**src/rtl/sync_length_crc16_frame_receiver_defines.svh**
```systemverilog
// Assertion macros for the sync/length/CRC16 frame receiver.
// Included by the top level; no other dependencies.
`ifndef SYNC_LENGTH_CRC16_FRAME_RECEIVER_DEFINES_SVH
`define SYNC_LENGTH_CRC16_FRAME_RECEIVER_DEFINES_SVH
`ifndef SYNTHESIS
// Same-cycle implication, checked at every clock edge out of reset.
`define SLCFR_ASSERT_NOW(label, clk, rst_n, pre, post) \
	label: assert property (@(posedge clk) disable iff (!rst_n) (pre) |-> (post)) \
		else $error("frame receiver check failed");
// Next-cycle implication, checked at every clock edge out of reset.
`define SLCFR_ASSERT_NEXT(label, clk, rst_n, pre, post) \
	label: assert property (@(posedge clk) disable iff (!rst_n) (pre) |=> (post)) \
		else $error("frame receiver check failed");
`else
`define SLCFR_ASSERT_NOW(label, clk, rst_n, pre, post)
`define SLCFR_ASSERT_NEXT(label, clk, rst_n, pre, post)
`endif
`endif

```
**src/rtl/slcfr_pkg.sv**
```systemverilog
// Package for the sync/length/CRC16 frame receiver: frame constants,
// event codes and the byte-wide CRC-16 update. No dependencies.
package slcfr_pkg;

	localparam int unsigned BYTE_W = 8;
	localparam int unsigned CRC_W  = 16;
	localparam int unsigned POS_W  = 9;
	localparam int unsigned KIND_W = 3;

	localparam logic [BYTE_W-1:0] SOF_BYTE  = 8'h11;
	localparam logic [BYTE_W-1:0] SYNC_BYTE = 8'h55;
	localparam logic [CRC_W-1:0]  CRC_INIT  = 16'hFFFF;
	localparam logic [CRC_W-1:0]  CRC_POLY  = 16'h8005;

	// Byte positions within the frame header.
	localparam logic [POS_W-1:0] POS_SOF     = 9'd0;
	localparam logic [POS_W-1:0] POS_SYNC    = 9'd1;
	localparam logic [POS_W-1:0] POS_CODE    = 9'd2;
	localparam logic [POS_W-1:0] POS_CMD_LO  = 9'd3;
	localparam logic [POS_W-1:0] POS_CMD_HI  = 9'd4;
	localparam logic [POS_W-1:0] POS_LEN     = 9'd5;
	localparam logic [POS_W-1:0] HDR_LEN     = 9'd6;
	// Header plus the two CRC bytes, minus one: last byte offset past payload.
	localparam logic [POS_W-1:0] LAST_OFFSET = 9'd7;
	// Highest position the counter can reach (full payload, last CRC byte).
	localparam logic [POS_W-1:0] POS_MAX     = 9'd262;

	typedef enum logic [KIND_W-1:0] {
		EV_DROP = 3'd0,
		EV_HELD = 3'd1,
		EV_DATA = 3'd2,
		EV_GOOD = 3'd3,
		EV_BAD  = 3'd4
	} event_kind_t;

	// Non-reflected CRC-16, one byte folded in MSB first.
	function automatic logic [CRC_W-1:0] crc16_feed(input logic [CRC_W-1:0] crc,
			input logic [BYTE_W-1:0] b);
		logic [CRC_W-1:0] c;
		c = crc ^ {b, 8'h00};
		for (int k = 0; k < BYTE_W; k++) begin
			if (c[CRC_W-1]) begin
				c = {c[CRC_W-2:0], 1'b0} ^ CRC_POLY;
			end else begin
				c = {c[CRC_W-2:0], 1'b0};
			end
		end
		return c;
	endfunction

endpackage

```
**src/rtl/sync_length_crc16_frame_receiver.sv**
```systemverilog
// Path: each byte passes the input register, then the result register, where its result is valid.
// Throughput: one byte per cycle while unstalled; CRC update and header decode sit in one stage.
// Backpressure on the result channel stalls the input register, then the input channel.
// Reset (arst_n low, asynchronous) clears both valid flags and the frame state:
// no frame in progress, CRC at 0xFFFF, held code, command and length at zero.
`include "sync_length_crc16_frame_receiver_defines.svh"

// Top level of the frame receiver. Depends on slcfr_pkg and the defines header.
module sync_length_crc16_frame_receiver (
	input  logic                              clk,
	input  logic                              arst_n,
	input  logic                              byte_valid,
	output logic                              byte_ready,
	input  logic [slcfr_pkg::BYTE_W-1:0]      rx_byte,
	output logic                              result_valid,
	input  logic                              result_ready,
	output logic [slcfr_pkg::KIND_W-1:0]      event_kind,
	output logic [slcfr_pkg::BYTE_W-1:0]      payload_byte,
	output logic [slcfr_pkg::BYTE_W-1:0]      payload_index,
	output logic [slcfr_pkg::BYTE_W-1:0]      frame_code,
	output logic [2*slcfr_pkg::BYTE_W-1:0]    frame_command,
	output logic [slcfr_pkg::BYTE_W-1:0]      frame_length
);
	import slcfr_pkg::*;

	// Input register.
	logic              valid_s1;
	logic [BYTE_W-1:0] byte_s1;

	// Frame state.
	logic [POS_W-1:0]    pos_q;
	logic [CRC_W-1:0]    crc_q;
	logic [BYTE_W-1:0]   code_q;
	logic [2*BYTE_W-1:0] cmd_q;
	logic [BYTE_W-1:0]   len_q;

	// Result register.
	logic                out_valid_q;
	event_kind_t         kind_q;
	logic [BYTE_W-1:0]   pbyte_q;
	logic [BYTE_W-1:0]   pidx_q;
	logic [BYTE_W-1:0]   code_out_q;
	logic [2*BYTE_W-1:0] cmd_out_q;
	logic [BYTE_W-1:0]   len_out_q;

	// Handshake between the stages.
	logic advance_s1;
	assign advance_s1 = valid_s1 && (!out_valid_q || result_ready);
	assign byte_ready = !valid_s1 || advance_s1;

	// Decode of the byte in the input register against the frame state.
	logic                drop_n;
	logic [CRC_W-1:0]    crc_n;
	logic [BYTE_W-1:0]   code_n;
	logic [2*BYTE_W-1:0] cmd_n;
	logic [BYTE_W-1:0]   len_n;
	logic [POS_W-1:0]    data_end;
	logic [POS_W-1:0]    frame_last;
	logic [POS_W-1:0]    data_off;
	event_kind_t         kind_n;

	always_comb begin
		drop_n = ((pos_q == POS_SOF) && (byte_s1 != SOF_BYTE)) ||
			((pos_q == POS_SYNC) && (byte_s1 != SYNC_BYTE));
		crc_n  = crc16_feed(crc_q, byte_s1);
		code_n = (pos_q == POS_CODE) ? byte_s1 : code_q;
		cmd_n  = cmd_q;
		if (pos_q == POS_CMD_LO) begin
			cmd_n[BYTE_W-1:0] = byte_s1;
		end
		if (pos_q == POS_CMD_HI) begin
			cmd_n[2*BYTE_W-1:BYTE_W] = byte_s1;
		end
		len_n      = (pos_q == POS_LEN) ? byte_s1 : len_q;
		data_end   = {1'b0, len_n} + HDR_LEN;
		frame_last = {1'b0, len_n} + LAST_OFFSET;
		data_off   = pos_q - HDR_LEN;
		if (drop_n) begin
			kind_n = EV_DROP;
		end else if ((pos_q >= HDR_LEN) && (pos_q < data_end)) begin
			kind_n = EV_DATA;
		end else if ((pos_q >= HDR_LEN) && (pos_q >= frame_last)) begin
			kind_n = (crc_n == '0) ? EV_GOOD : EV_BAD;
		end else begin
			kind_n = EV_HELD;
		end
	end

	// A drop or a frame end sends the frame state back to idle.
	logic frame_done;
	assign frame_done = (kind_n == EV_DROP) || (kind_n == EV_GOOD) || (kind_n == EV_BAD);

	// Input register: valid flag.
	always_ff @(posedge clk or negedge arst_n) begin
		if (!arst_n) begin
			valid_s1 <= 1'b0;
		end else if (byte_ready) begin
			valid_s1 <= byte_valid;
		end
	end

	// Input register: byte.
	always_ff @(posedge clk) begin
		if (byte_valid && byte_ready) begin
			byte_s1 <= rx_byte;
		end
	end

	// Frame state update, once per byte that leaves the input register.
	always_ff @(posedge clk or negedge arst_n) begin
		if (!arst_n) begin
			pos_q  <= '0;
			crc_q  <= CRC_INIT;
			code_q <= '0;
			cmd_q  <= '0;
			len_q  <= '0;
		end else if (advance_s1) begin
			if (frame_done) begin
				pos_q  <= '0;
				crc_q  <= CRC_INIT;
				code_q <= '0;
				cmd_q  <= '0;
				len_q  <= '0;
			end else begin
				pos_q  <= pos_q + 9'd1;
				crc_q  <= crc_n;
				code_q <= code_n;
				cmd_q  <= cmd_n;
				len_q  <= len_n;
			end
		end
	end

	// Result register: valid flag.
	always_ff @(posedge clk or negedge arst_n) begin
		if (!arst_n) begin
			out_valid_q <= 1'b0;
		end else if (advance_s1) begin
			out_valid_q <= 1'b1;
		end else if (result_ready) begin
			out_valid_q <= 1'b0;
		end
	end

	// Result register: payload fields.
	always_ff @(posedge clk) begin
		if (advance_s1) begin
			kind_q <= kind_n;
			if (kind_n == EV_DATA) begin
				pbyte_q <= byte_s1;
				pidx_q  <= data_off[BYTE_W-1:0];
			end else begin
				pbyte_q <= '0;
				pidx_q  <= '0;
			end
			if (drop_n) begin
				code_out_q <= '0;
				cmd_out_q  <= '0;
				len_out_q  <= '0;
			end else begin
				code_out_q <= code_n;
				cmd_out_q  <= cmd_n;
				len_out_q  <= len_n;
			end
		end
	end

	assign result_valid  = out_valid_q;
	assign event_kind    = kind_q;
	assign payload_byte  = pbyte_q;
	assign payload_index = pidx_q;
	assign frame_code    = code_out_q;
	assign frame_command = cmd_out_q;
	assign frame_length  = len_out_q;

	// Summary terms for the checks below.
	logic state_idle;
	logic drop_fields_zero;
	assign state_idle = (pos_q == '0) && (crc_q == CRC_INIT) && (len_q == '0);
	assign drop_fields_zero = (code_out_q == '0) && (cmd_out_q == '0) &&
		(len_out_q == '0) && (pbyte_q == '0);

	// A frame end or a drop leaves the state at its reset values.
	`SLCFR_ASSERT_NEXT(a_clear_after_end, clk, arst_n, advance_s1 && frame_done, state_idle)
	// The position counter never runs past the longest frame.
	`SLCFR_ASSERT_NOW(a_pos_bound, clk, arst_n, 1'b1, pos_q <= POS_MAX)
	// A payload byte always lies inside the announced length.
	`SLCFR_ASSERT_NOW(a_index_in_len, clk, arst_n, out_valid_q && kind_q == EV_DATA, pidx_q < len_out_q)
	// A dropped byte reports no frame fields.
	`SLCFR_ASSERT_NOW(a_drop_clean, clk, arst_n, out_valid_q && kind_q == EV_DROP, drop_fields_zero)

endmodule
```
**config.mk**
```make
export PLATFORM = sky130hd
export DESIGN_NAME = sync_length_crc16_frame_receiver
export DESIGN_NICKNAME = d
export VERILOG_FILES = /design/src/rtl/slcfr_pkg.sv /design/src/rtl/sync_length_crc16_frame_receiver.sv
export VERILOG_INCLUDE_DIRS = /design/src /design/src/rtl
export SDC_FILE = /design/constraint.sdc
export NUM_CORES = 1
export LEC_CHECK = 0
export ABC_AREA = 0
export BUFFER_PORTS_ARGS = -buffer_cell sky130_fd_sc_hd__buf_4
export CAP_MARGIN = 20
export CELL_PAD_IN_SITES_DETAIL_PLACEMENT = 0
export CELL_PAD_IN_SITES_GLOBAL_PLACEMENT = 1
export CORE_MARGIN = 2
export CORE_UTILIZATION = 42
export CTS_CLUSTER_SIZE = 16
export DETAILED_ROUTE_END_ITERATION = 10
export PLACE_DENSITY = 0.78
export SLEW_MARGIN = 20
export SYNTH_ARGS = -nofsm -noshare
export SYNTH_HDL_FRONTEND = slang
export SYNTH_SLANG_ARGS = --single-unit
```
**constraint.sdc**
```tcl
create_clock -name clk -period 4.2 [get_ports clk]
set_input_delay 0.42 -clock clk [delete_from_list [all_inputs] [get_ports clk]]
set_output_delay 0.42 -clock clk [all_outputs]
set_load 0.02 [all_outputs]
```
; Word-level counts from Yosys, hierarchy flattened
; Index checks and enable logic that the tools add are counted.
[totals]
ff_bits = 118
inputBits = 12
wordCells = 80
[classes]
n_addsub = 4
order_cmp = 3
eq_ne = 10
muxes = 23
bitwise = 9
reduce_logical = 17
[op_table]
columns = operator, count
row1 = two-way mux 16 bit, 10
row2 = two-way mux 8 bit, 6
row3 = NOT 3 bit, 8
row4 = adder 8 x 3 -> 9 bit (second input constant), 2
row5 = == test 9 x 2 -> 1 bit (second input constant), 2
row6 = == test 9 x 3 -> 1 bit (second input constant), 2
row7 = zero test 16 bit, 1
row8 = XOR 16 bit, 1
row9 = two-way mux 3 bit, 4
row10 = adder 9 x 1 -> 9 bit (second input constant), 1
row11 = == test 9 x 1 -> 1 bit (second input constant), 1
row12 = greater-or-equal comparator 9 x 3 -> 1 bit (second input constant), 1
row13 = greater-or-equal comparator 9 bit, 1
row14 = zero test 9 bit, 1
row15 = < comparator 9 bit, 1
row16 = two-way mux 9 bit, 1
row17 = != test 8 x 5 -> 1 bit (second input constant), 1
row18 = != test 8 x 7 -> 1 bit (second input constant), 1
row19 = subtractor 8 x 3 -> 8 bit (second input constant), 1
row20 = == test 3 x 2 -> 1 bit (second input constant), 2
row21 = logical AND 1 bit, 6
row22 = logical OR 1 bit, 5
row23 = == test 3 bit (second input constant), 1
row24 = zero test 3 bit, 1
row25 = 3 further kinds, 5

; Logic depth before layout (Yosys ltp)
; Gate-level depths: netlist of run 1.
[logic_depth]
ltp_word = 26
mapped_depth = 19
depth_no_buf = 17

; Worst setup path before layout of run 1
; Ideal clock, no wire load.
[synth_path]
path_type = register to register
start = reg pos_q[3]
end = reg cmd_q[10]
setup_ps = 79
arrival_time_ps = 4022
required_time_ps = 4121
path_slack_ps = 100
stages_incl_launch_ff = 20
period_less_slack_ps = 4100
cell_sequence = dfrtp_1 buf_2 nor4_2 and4_1 buf_2 mux2i_1 ha_1 inv_1 o21ai_0 xor2_1 nand2_1 o21ai_0 ha_1 a211oi_1 nor2_1 o41a_1 a21o_1 buf_6 o21ai_4 o2bb2ai_1
[synth_via]
elab_chain_len = 12
[synth_lines]
columns = element, line_no
row1 = start: declaration, sync_length_crc16_frame_receiver.sv:31  ; logic [POS_W-1:0] pos_q;
row2 = start signal: assignment, sync_length_crc16_frame_receiver.sv:125  ; pos_q <= pos_q + 9'd1;
row3 = == test 9 x 3 -> 1 bit, sync_length_crc16_frame_receiver.sv:74  ; len_n = (pos_q == POS_LEN) ? byte_s1 : len_q;
row4 = two-way mux 8 bit, sync_length_crc16_frame_receiver.sv:74
row5 = adder 8 x 3 -> 9 bit, sync_length_crc16_frame_receiver.sv:76  ; frame_last = {1'b0, len_n} + LAST_OFFSET;
row6 = greater-or-equal comparator 9 bit, sync_length_crc16_frame_receiver.sv:82  ; end else if ((pos_q >= HDR_LEN) && (pos_q >= frame_last)) begin
row7 = logical AND 1 bit, sync_length_crc16_frame_receiver.sv:82
row8 = two-way mux 3 bit, sync_length_crc16_frame_receiver.sv:82
row9 = two-way mux 3 bit, sync_length_crc16_frame_receiver.sv:80  ; end else if ((pos_q >= HDR_LEN) && (pos_q < data_end)) begin
row10 = two-way mux 3 bit, sync_length_crc16_frame_receiver.sv:78  ; if (drop_n) begin
row11 = == test 3 x 2 -> 1 bit or zero test 3 bit (tied branches), sync_length_crc16_frame_receiver.sv:91  ; assign frame_done = (kind_n == EV_DROP) || (kind_n == EV_GOOD) || (kind_n == EV_BAD);
row12 = logical OR 1 bit (2 in a row), sync_length_crc16_frame_receiver.sv:91
row13 = two-way mux 16 bit (*), sync_length_crc16_frame_receiver.sv:118  ; if (frame_done) begin
row14 = end signal: assignment, sync_length_crc16_frame_receiver.sv:128  ; cmd_q <= cmd_n;
row15 = end: declaration, sync_length_crc16_frame_receiver.sv:34  ; logic [2*BYTE_W-1:0] cmd_q;
; Mark *: on every way between the ends. The rest lies on a longest branch, timed or not.
; A chain may end at the register's enable or synchronous reset.

; Final worst setup path of run 1
[layout_path]
start = reg pos_q[3]
end = reg pos_q[4]
[layout_via]
elab_chain_len = 12
[layout_lines]
columns = element, line_no
row1 = == test 9 x 3 -> 1 bit, sync_length_crc16_frame_receiver.sv:74
row2 = two-way mux 8 bit, sync_length_crc16_frame_receiver.sv:74
row3 = adder 8 x 3 -> 9 bit, sync_length_crc16_frame_receiver.sv:76
row4 = greater-or-equal comparator 9 bit, sync_length_crc16_frame_receiver.sv:82
row5 = logical AND 1 bit, sync_length_crc16_frame_receiver.sv:82
row6 = two-way mux 3 bit, sync_length_crc16_frame_receiver.sv:82
row7 = two-way mux 3 bit, sync_length_crc16_frame_receiver.sv:80
row8 = two-way mux 3 bit, sync_length_crc16_frame_receiver.sv:78
row9 = == test 3 x 2 -> 1 bit or zero test 3 bit (tied branches), sync_length_crc16_frame_receiver.sv:91
row10 = logical OR 1 bit (2 in a row), sync_length_crc16_frame_receiver.sv:91
row11 = two-way mux 9 bit (*), sync_length_crc16_frame_receiver.sv:118
; Marked as above.

==> impl_metrics.py, run 1 <==
metrics = {
    "cells_and_area": {
        "nets": 676,
        "fin_util": 0.5338,
        "fillers": 1243,
        "ff_latch_area_um2": 3268,
        "multi_input_area_um2": 2629,
        "syn_to_final_growth_pct": 23.31,
        "fin_area_um2": 7467,
        "drive_gt1_frac": 0.2611,
        "diodes": 0,
    },
    "setup_path": {
        "r2r_slack_ns": 0.20,
        "worstSetupEndpointType": "register",
        "critPathMaxFanout": 7,
        "crit_end": "pos_q[4]$_DFFE_PN0P_",
        "worst_r2r_endpoint": "pos_q[4]$_DFFE_PN0P_",
        "timing.rr.start": "pos_q[3]$_DFFE_PN0P_",
        "reg2reg_depth": 17,
        "startpoint": "pos_q[3]$_DFFE_PN0P_",
        "critical_path_class": "register to register",
        "worstPathArrival_ns": 4.37,
        "required_ns": 4.57,
        "startpoint_type": "register",
    },
    "floorplan": {
        "row_count": 43,
        "core_um2": 13990,
        "dieWidth_um": 124.1,
        "ios": 65,
        "dieArea_um2": 15390,
        "floorplan.die.height_um": 124.1,
        "start_util": 0.4329,
    },
    "place": {
        "gp_congestion": 0.8716,
        "io_buffers": 64,
        "place_area_um2": 6813,
        "dp_worst_setup_slack_ns": 0.03133,
        "place_hpwl_um": 10100,
    },
    "yosys": {
        "avgSynthCellArea_um2": 10.87,
        "syn-num-nets": 595,
        "synth_top_area_share": 0.2926,
        "synthTopCellsByCount": "nand2_1 (85), edfxtp_1 (59), nor2_1 (48), dfrtp_1 (43), a21oi_1 (41)",
        "synth_adder_area_share": 0.05372,
        "synth_most_common_cell": "nand2_1",
        "synth_async_sr_flop_share": 0.5000,
        "synth_xor_area_frac": 0.05640,
        "ys_warn_count": 0,
        "synth_top_cell_by_area": "edfxtp_1",
        "seq_area_frac_synth": 0.5397,
        "synth-seq-cells": 118,
        "synth_mux_area_frac": 0.02169,
        "synthCells": 557,
        "syn_area_um2": 6056,
        "synth_edf_count": 59,
        "synthSimpleGateAreaFrac": 0.1583,
        "synth_compound_area_frac": 0.1366,
        "synth_top_family_by_area": "simple AND/OR/NAND/NOR gates",
        "synth_ff_type": "edfxtp_1",
        "synth_area_leaders": "edfxtp_1 (29%), dfrtp_1 (18%), dfstp_2 (6.9%), ha_1 (5.4%), nand2_1 (5.3%)",
        "synth.distinct_cells": 54,
    },
    "detailed_routing": {
        "drc": 0,
        "met1Wirelength_um": 6643,
        "wl_per_cell_um": 17.50,
        "vias": 4526,
        "top_layer_used": "met4",
        "antenna_left": 0,
        "drtPass1Iterations": 5,
        "wirelength_um": 14540,
        "drt_iter0_drc": 327,
        "dr_wl_met2_um": 6779,
        "met3_length_um": 819,
        "via_per_inst": 5.446,
    },
    "timing": {
        "finalSetupViolations": 0,
        "fin_crit_ns": 4.001,
        "worst_slack_ns": 0.1989,
        "timing.setup.tns_ns": 0,
        "clock_skew_ns": 0.007356,
        "fmax_mhz": 249.9,
        "slew_violations": 0,
        "min_period_over_period": 0.9526,
        "tightest_slew_ns": 0.8645,
        "hold_viol": 0,
        "rsz0062_at_grt": "false",
        "slew_headroom": 0.4236,
    },
    "grt": {
        "grt_pass1_vias": 4422,
        "grtUsageTotal": 0.2017,
        "grt_pass1_wl_um": 23090,
        "grt_overflow": 0,
        "antenna_found_initial": 0,
        "grt_max_degree": 60,
    },
    "pwr": {
        "powerDensity_nw_per_um2": 472.0,
        "power_switching_uw": 1023,
        "cellLeakagePower_uw": 0.002998,
        "clock_power_share": 0.417,
        "p_int_uw": 2501,
        "p_seq_frac": 0.390,
        "ir_drop_v": 0.0002928,
        "sw_frac_of_total": 0.2903,
        "p_comb_frac": 0.193,
    },
    "clock_network": {
        "cts_tree": "done",
        "ctsHoldBuffers": 0,
        "clk_pin_slew_ns": 0.06,
        "htreeDepth": 4,
        "clockBufferDepth": 2,
        "cts_num_sinks": 118,
        "post_cts_buffers": 0,
        "cts-buffers-inserted": 17,
        "cts_root_buf": "clkbuf_16",
        "clk_latency_ns": 0.42,
    },
    "job": {
        "drv_cap": 0,
    },
    "run_status": {
        "status": "finished, final reports clean",
    },
    "worst_hold_path": {
        "holdCritPathClass": "input port to asynchronous set/reset pin",
    },
}
## flip-flops by register name, summed over array words and instances (netlist names), 3 cells and up
register / count
frame_length: 8
byte_s1: 8
crc_q: 16
code_q: 8
event_kind: 3
payload_byte: 8
len_q: 8
frame_command: 16
pos_q: 9
cmd_q: 16
payload_index: 8
frame_code: 8
## what timing repair did
action / CTS / global route
pin swaps: 0 / 2
endpoints found under the setup margin: 2 / 66
gates resized for setup: 1 / 10
hold endpoints to repair: 0 / 0
## worst max-delay path, stage by stage (launching register included)
cell and delay [ns]:
dfrtp_1 0.41, nor4_4 0.33, and4_4 0.30, mux2i_1 0.25
ha_1 0.21, inv_1 0.07, o21ai_0 0.20, xor2_1 0.17
nand2_1 0.06, o21ai_0 0.09, ha_1 0.28, a211oi_1 0.27
nor2_1 0.08, o41a_1 0.41, a21o_4 0.32, buf_4 0.19
o21ai_0 0.17, a22o_1 0.15
## layout make-up
type,instances,area share
clock buffers,20,0.06702
clock inverters,12,0.01458
inverters,8,0.004021
multi-input cells,399,0.3520
flip-flops and latches,118,0.4377
well taps,180,0.03016
repair buffers,94,0.09450
## per-layer routing
layer,global-route usage,vias up
li1,-,2150
met1,0.2749,2205
met3,0.04579,26
met5,0,-
met2,0.3111,145
met4,0.08216,0
## cell families (layout without fill, tap and decap cells)
family	Yosys count	count (layout)
buf+inv	40	134
xor+xnor	39	39
fa+ha+maj	26	26
simple gates	202	202
mux	13	13
flops	118	118
compound gates	119	119
## layout by cell type (no fill, tap or decap), drive strengths merged, types with 8 or more instances in the layout
cell type / n
buf: 94
nand2: 86
edfxtp: 59
nor2: 56
dfrtp: 43
a21oi: 42
xnor2: 27
ha: 26
o2bb2ai: 24
clkbuf: 20
o21ai: 17
dfstp: 16
and2: 13
xor2: 12
mux2i: 12
inv: 12
nand2b: 9
a31oi: 8
## worst min-delay path by stage
stage / slack (ns) / startpoint / end
floorplan: 0.12 / arst_n / cmd_q[0]$_DFFE_PN0P_
global placement: 0.47 / cmd_q[6]$_DFFE_PN0P_ / cmd_q[6]$_DFFE_PN0P_
detailed placement: 0.47 / len_q[0]$_DFFE_PN0P_ / len_q[0]$_DFFE_PN0P_
CTS: 0.09 / arst_n / result_valid$_DFFE_PN0P_
global route: 0.12 / arst_n / cmd_q[2]$_DFFE_PN0P_
finish: 0.07 / arst_n / cmd_q[2]$_DFFE_PN0P_
## per-stage QoR
step,hold WS [ns],std cells,total power [µW]
4_1_cts,0.09073,831,3544
6_report,0.07300,831,3524
3_5_place_dp,0.4673,799,2067
5_1_grt,0.1242,831,3675
3_3_place_gp,0.4696,799,2049
2_1_floorplan,0.1244,557,1871
## power groups by stage
stage                     registers (µW)  clock network (µW)  logic (µW)
final                               1380                1470         679
after global routing                1380                1540         746
after CTS                           1380                1490         675
after detailed placement            1400                   0         670
after global placement              1390                   0         656
after floorplan                     1430                   0         443
No activity file was read; power rests on OpenSTA's default activity.
==> run 2, diff against run 1 <==
--- a/config.mk
+++ b/config.mk
@@ -15,7 +15,7 @@
 export CORE_UTILIZATION = 42
 export CTS_CLUSTER_SIZE = 16
 export DETAILED_ROUTE_END_ITERATION = 10
-export PLACE_DENSITY = 0.78
+export PLACE_DENSITY = 0.87
 export SLEW_MARGIN = 20
 export SYNTH_ARGS = -nofsm -noshare
 export SYNTH_HDL_FRONTEND = slang
==> run 2 against run 1 <==
Total power shrank 1.6%. Combinational power fell by 1%. Critical path depth stayed put. Worst hold slack got worse by 0.0045 ns. Sequential share of layout area up 0.051 points. Global-route usage is 0.15 points lower. Die area unchanged.
==> impl_metrics.py, run 2 (synthesis results as in run 1) <==
metrics = {
    "cells_and_area": {
        "fillers": 1226,
        "final_cell_mix": "buf_4 (92), nand2_1 (83), edfxtp_1 (59), nor2_1 (48), dfrtp_1 (43)",
        "syn_to_final_growth_pct": 23.16,
        "nets": 676,
        "fin_area_um2": 7458,
        "stdcell_count": 831,
        "drive_gt1_frac": 0.2627,
        "diodes": 0,
        "final_common_cell": "buf_4",
        "fin_util": 0.5332,
    },
    "pwr": {
        "cellLeakagePower_uw": 0.002971,
        "ir_drop_v": 0.0003306,
        "power_switching_uw": 1007,
        "p_comb_frac": 0.194,
        "p_seq_frac": 0.399,
        "sw_frac_of_total": 0.2902,
        "clock_power_share": 0.408,
        "p_int_uw": 2463,
        "powerDensity_nw_per_um2": 465.2,
        "power_uw": 3470,
    },
    "clock_network": {
        "clockBufferDepth": 2,
        "clk_latency_ns": 0.42,
        "cts_tree": "done",
        "htreeDepth": 4,
        "ctsHoldBuffers": 0,
        "cts_root_buf": "clkbuf_16",
        "cts-buffers-inserted": 17,
        "clk_pin_slew_ns": 0.06,
        "cts_num_sinks": 118,
    },
    "setup_path": {
        "startpoint": "pos_q[3]$_DFFE_PN0P_",
        "max_stage_delay_ns": 0.40,
        "required_ns": 4.54,
        "path_depth": 17,
        "critical_path_class": "register to register",
        "cp.buffers_inverters": 2,
        "reg2reg_depth": 17,
        "startpoint_type": "register",
        "slowest_stage": "dfrtp_1",
        "crit_end": "cmd_q[5]$_DFFE_PN0P_",
        "worstPathArrival_ns": 4.28,
        "cp_top_family": "compound AO/OA/AOI/OAI gates",
        "worst_r2r_endpoint": "cmd_q[5]$_DFFE_PN0P_",
        "crit_chain": "nor4_4, and4_4, mux2i_2, ha_1, inv_1, o21ai_1, xor2_1, nand2_1, o21ai_0, ha_1, a211oi_1, nor2_1, o41a_1, a21o_4, buf_4, o21ai_4, o2bb2ai_1",
        "critPathMaxFanout": 9,
        "worstSetupEndpointType": "register",
        "timing.rr.start": "pos_q[3]$_DFFE_PN0P_",
        "r2r_slack_ns": 0.26,
        "cpMostUsedCell": "ha_1",
    },
    "timing": {
        "whs_ns": 0.06851,
        "rsz0062_at_grt": "false",
        "fin_crit_ns": 3.942,
        "tightest_slew_ns": 0.8708,
        "fmax_mhz": 253.7,
        "slew_headroom": 0.4195,
        "clock_skew_ns": 0.005230,
        "finalSetupViolations": 0,
        "min_period_over_period": 0.9386,
        "slew_violations": 0,
        "hold_viol": 0,
    },
    "grt": {
        "grt_pass1_wl_um": 23280,
        "grtUsageMet1": 0.2674,
        "antenna_found_initial": 0,
        "grtUsageTotal": 0.2002,
        "grt_max_degree": 60,
        "gr-usage-met2": 0.3163,
        "met3_usage": 0.05632,
        "grt_overflow": 0,
        "grt_busiest_layer": "met2",
        "grt_pass1_vias": 4526,
    },
    "detailed_routing": {
        "drt_iter0_drc": 336,
        "wirelength_um": 14380,
        "antenna_left": 0,
        "vias": 4551,
        "drc": 0,
        "via_per_inst": 5.477,
        "drtPass1Iterations": 5,
        "wl_per_cell_um": 17.31,
    },
    "floorplan": {
        "core_um2": 13990,
        "ios": 65,
        "floorplan.die.height_um": 124.1,
        "row_count": 43,
        "dieArea_um2": 15390,
        "dieWidth_um": 124.1,
        "start_util": 0.4329,
    },
    "place": {
        "place_inst": 798,
        "place_area_um2": 6805,
        "place_hpwl_um": 9929,
        "gp_congestion": 0.9001,
        "io_buffers": 64,
    },
    "worst_hold_path": {
        "holdCritPathClass": "input port to asynchronous set/reset pin",
    },
    "job": {
        "drv_cap": 0,
    },
    "run_status": {
        "status": "finished, final reports clean",
    },
}
[run 2: cell count changes in the layout (fill, tap and decap cells not counted), moves of 2 or more]
cell	before	now
inv_4	2	0
o21ai_1	1	3
buf_4	94	92
o21ai_0	12	10
clkinvlp_4	1	6
clkinv_2	3	1
mux2i_1	11	8
mux2i_2	1	4
clkbuf_16	20	17
[run 2: area by class of cell]
class	count	area [µm²]	area share
flip-flops and latches	118	3268	0.4382
multi-input cells	399	2630	0.3526
repair buffers	94	721.9	0.09680
clock buffers	18	429.2	0.05754
well taps	180	225.2	0.03020
clock inverters	14	153.9	0.02063
inverters	8	30.03	0.004026
[run 2: repair_timing]
action	4_1_cts	5_1_grt
resized for setup	1	14
pin swaps	0	3
gates cloned	0	0
setup buffers	0	1
endpoints found under the setup margin	16	62
[run 2: worst min-delay path by stage]
stage | startpoint | slack [ns] | end | cells after the start
2_1_floorplan | arst_n | 0.12 | cmd_q[0]$_DFFE_PN0P_ | 0
3_3_place_gp | len_q[0]$_DFFE_PN0P_ | 0.46 | len_q[0]$_DFFE_PN0P_ | 2
3_5_place_dp | len_q[0]$_DFFE_PN0P_ | 0.47 | len_q[0]$_DFFE_PN0P_ | 2
4_1_cts | arst_n | 0.09 | code_q[4]$_DFFE_PN0P_ | 1
5_1_grt | arst_n | 0.12 | code_q[4]$_DFFE_PN0P_ | 1
6_report | arst_n | 0.07 | code_q[4]$_DFFE_PN0P_ | 1
[run 2: stage by stage]
stage	setup slack, ns	TNS, ns
2_1_floorplan	0.09974	0
3_3_place_gp	0.1392	0
3_5_place_dp	-0.06261	-0.3188
4_1_cts	0.07094	0
5_1_grt	0.02327	0
6_report	0.2578	0
[run 2: worst reg2reg max path: stages, from the launching register on]
cell and delay (ns):
dfrtp_1 0.40, nor4_4 0.31, and4_4 0.31, mux2i_2 0.25
ha_1 0.21, inv_1 0.08, o21ai_1 0.16, xor2_1 0.15
nand2_1 0.06, o21ai_0 0.09, ha_1 0.27, a211oi_1 0.27
nor2_1 0.08, o41a_1 0.35, a21o_4 0.28, buf_4 0.18
o21ai_4 0.24, o2bb2ai_1 0.16
[run 2: power by group through the flow]
stage          sequential [µW]  combinational [µW]  clock, µW
2_1_floorplan             1430                 443          0
6_report                  1380                 671       1420
4_1_cts                   1380                 654       1430
3_5_place_dp              1400                 648          0
5_1_grt                   1390                 742       1490
3_3_place_gp              1400                 635          0
[run 2: layer usage]
metal	wire (µm)	vias to the layer above
met5	0	-
met3	834	20
met2	6838	147
met4	209	0
met1	6502	2244
li1	-	2140
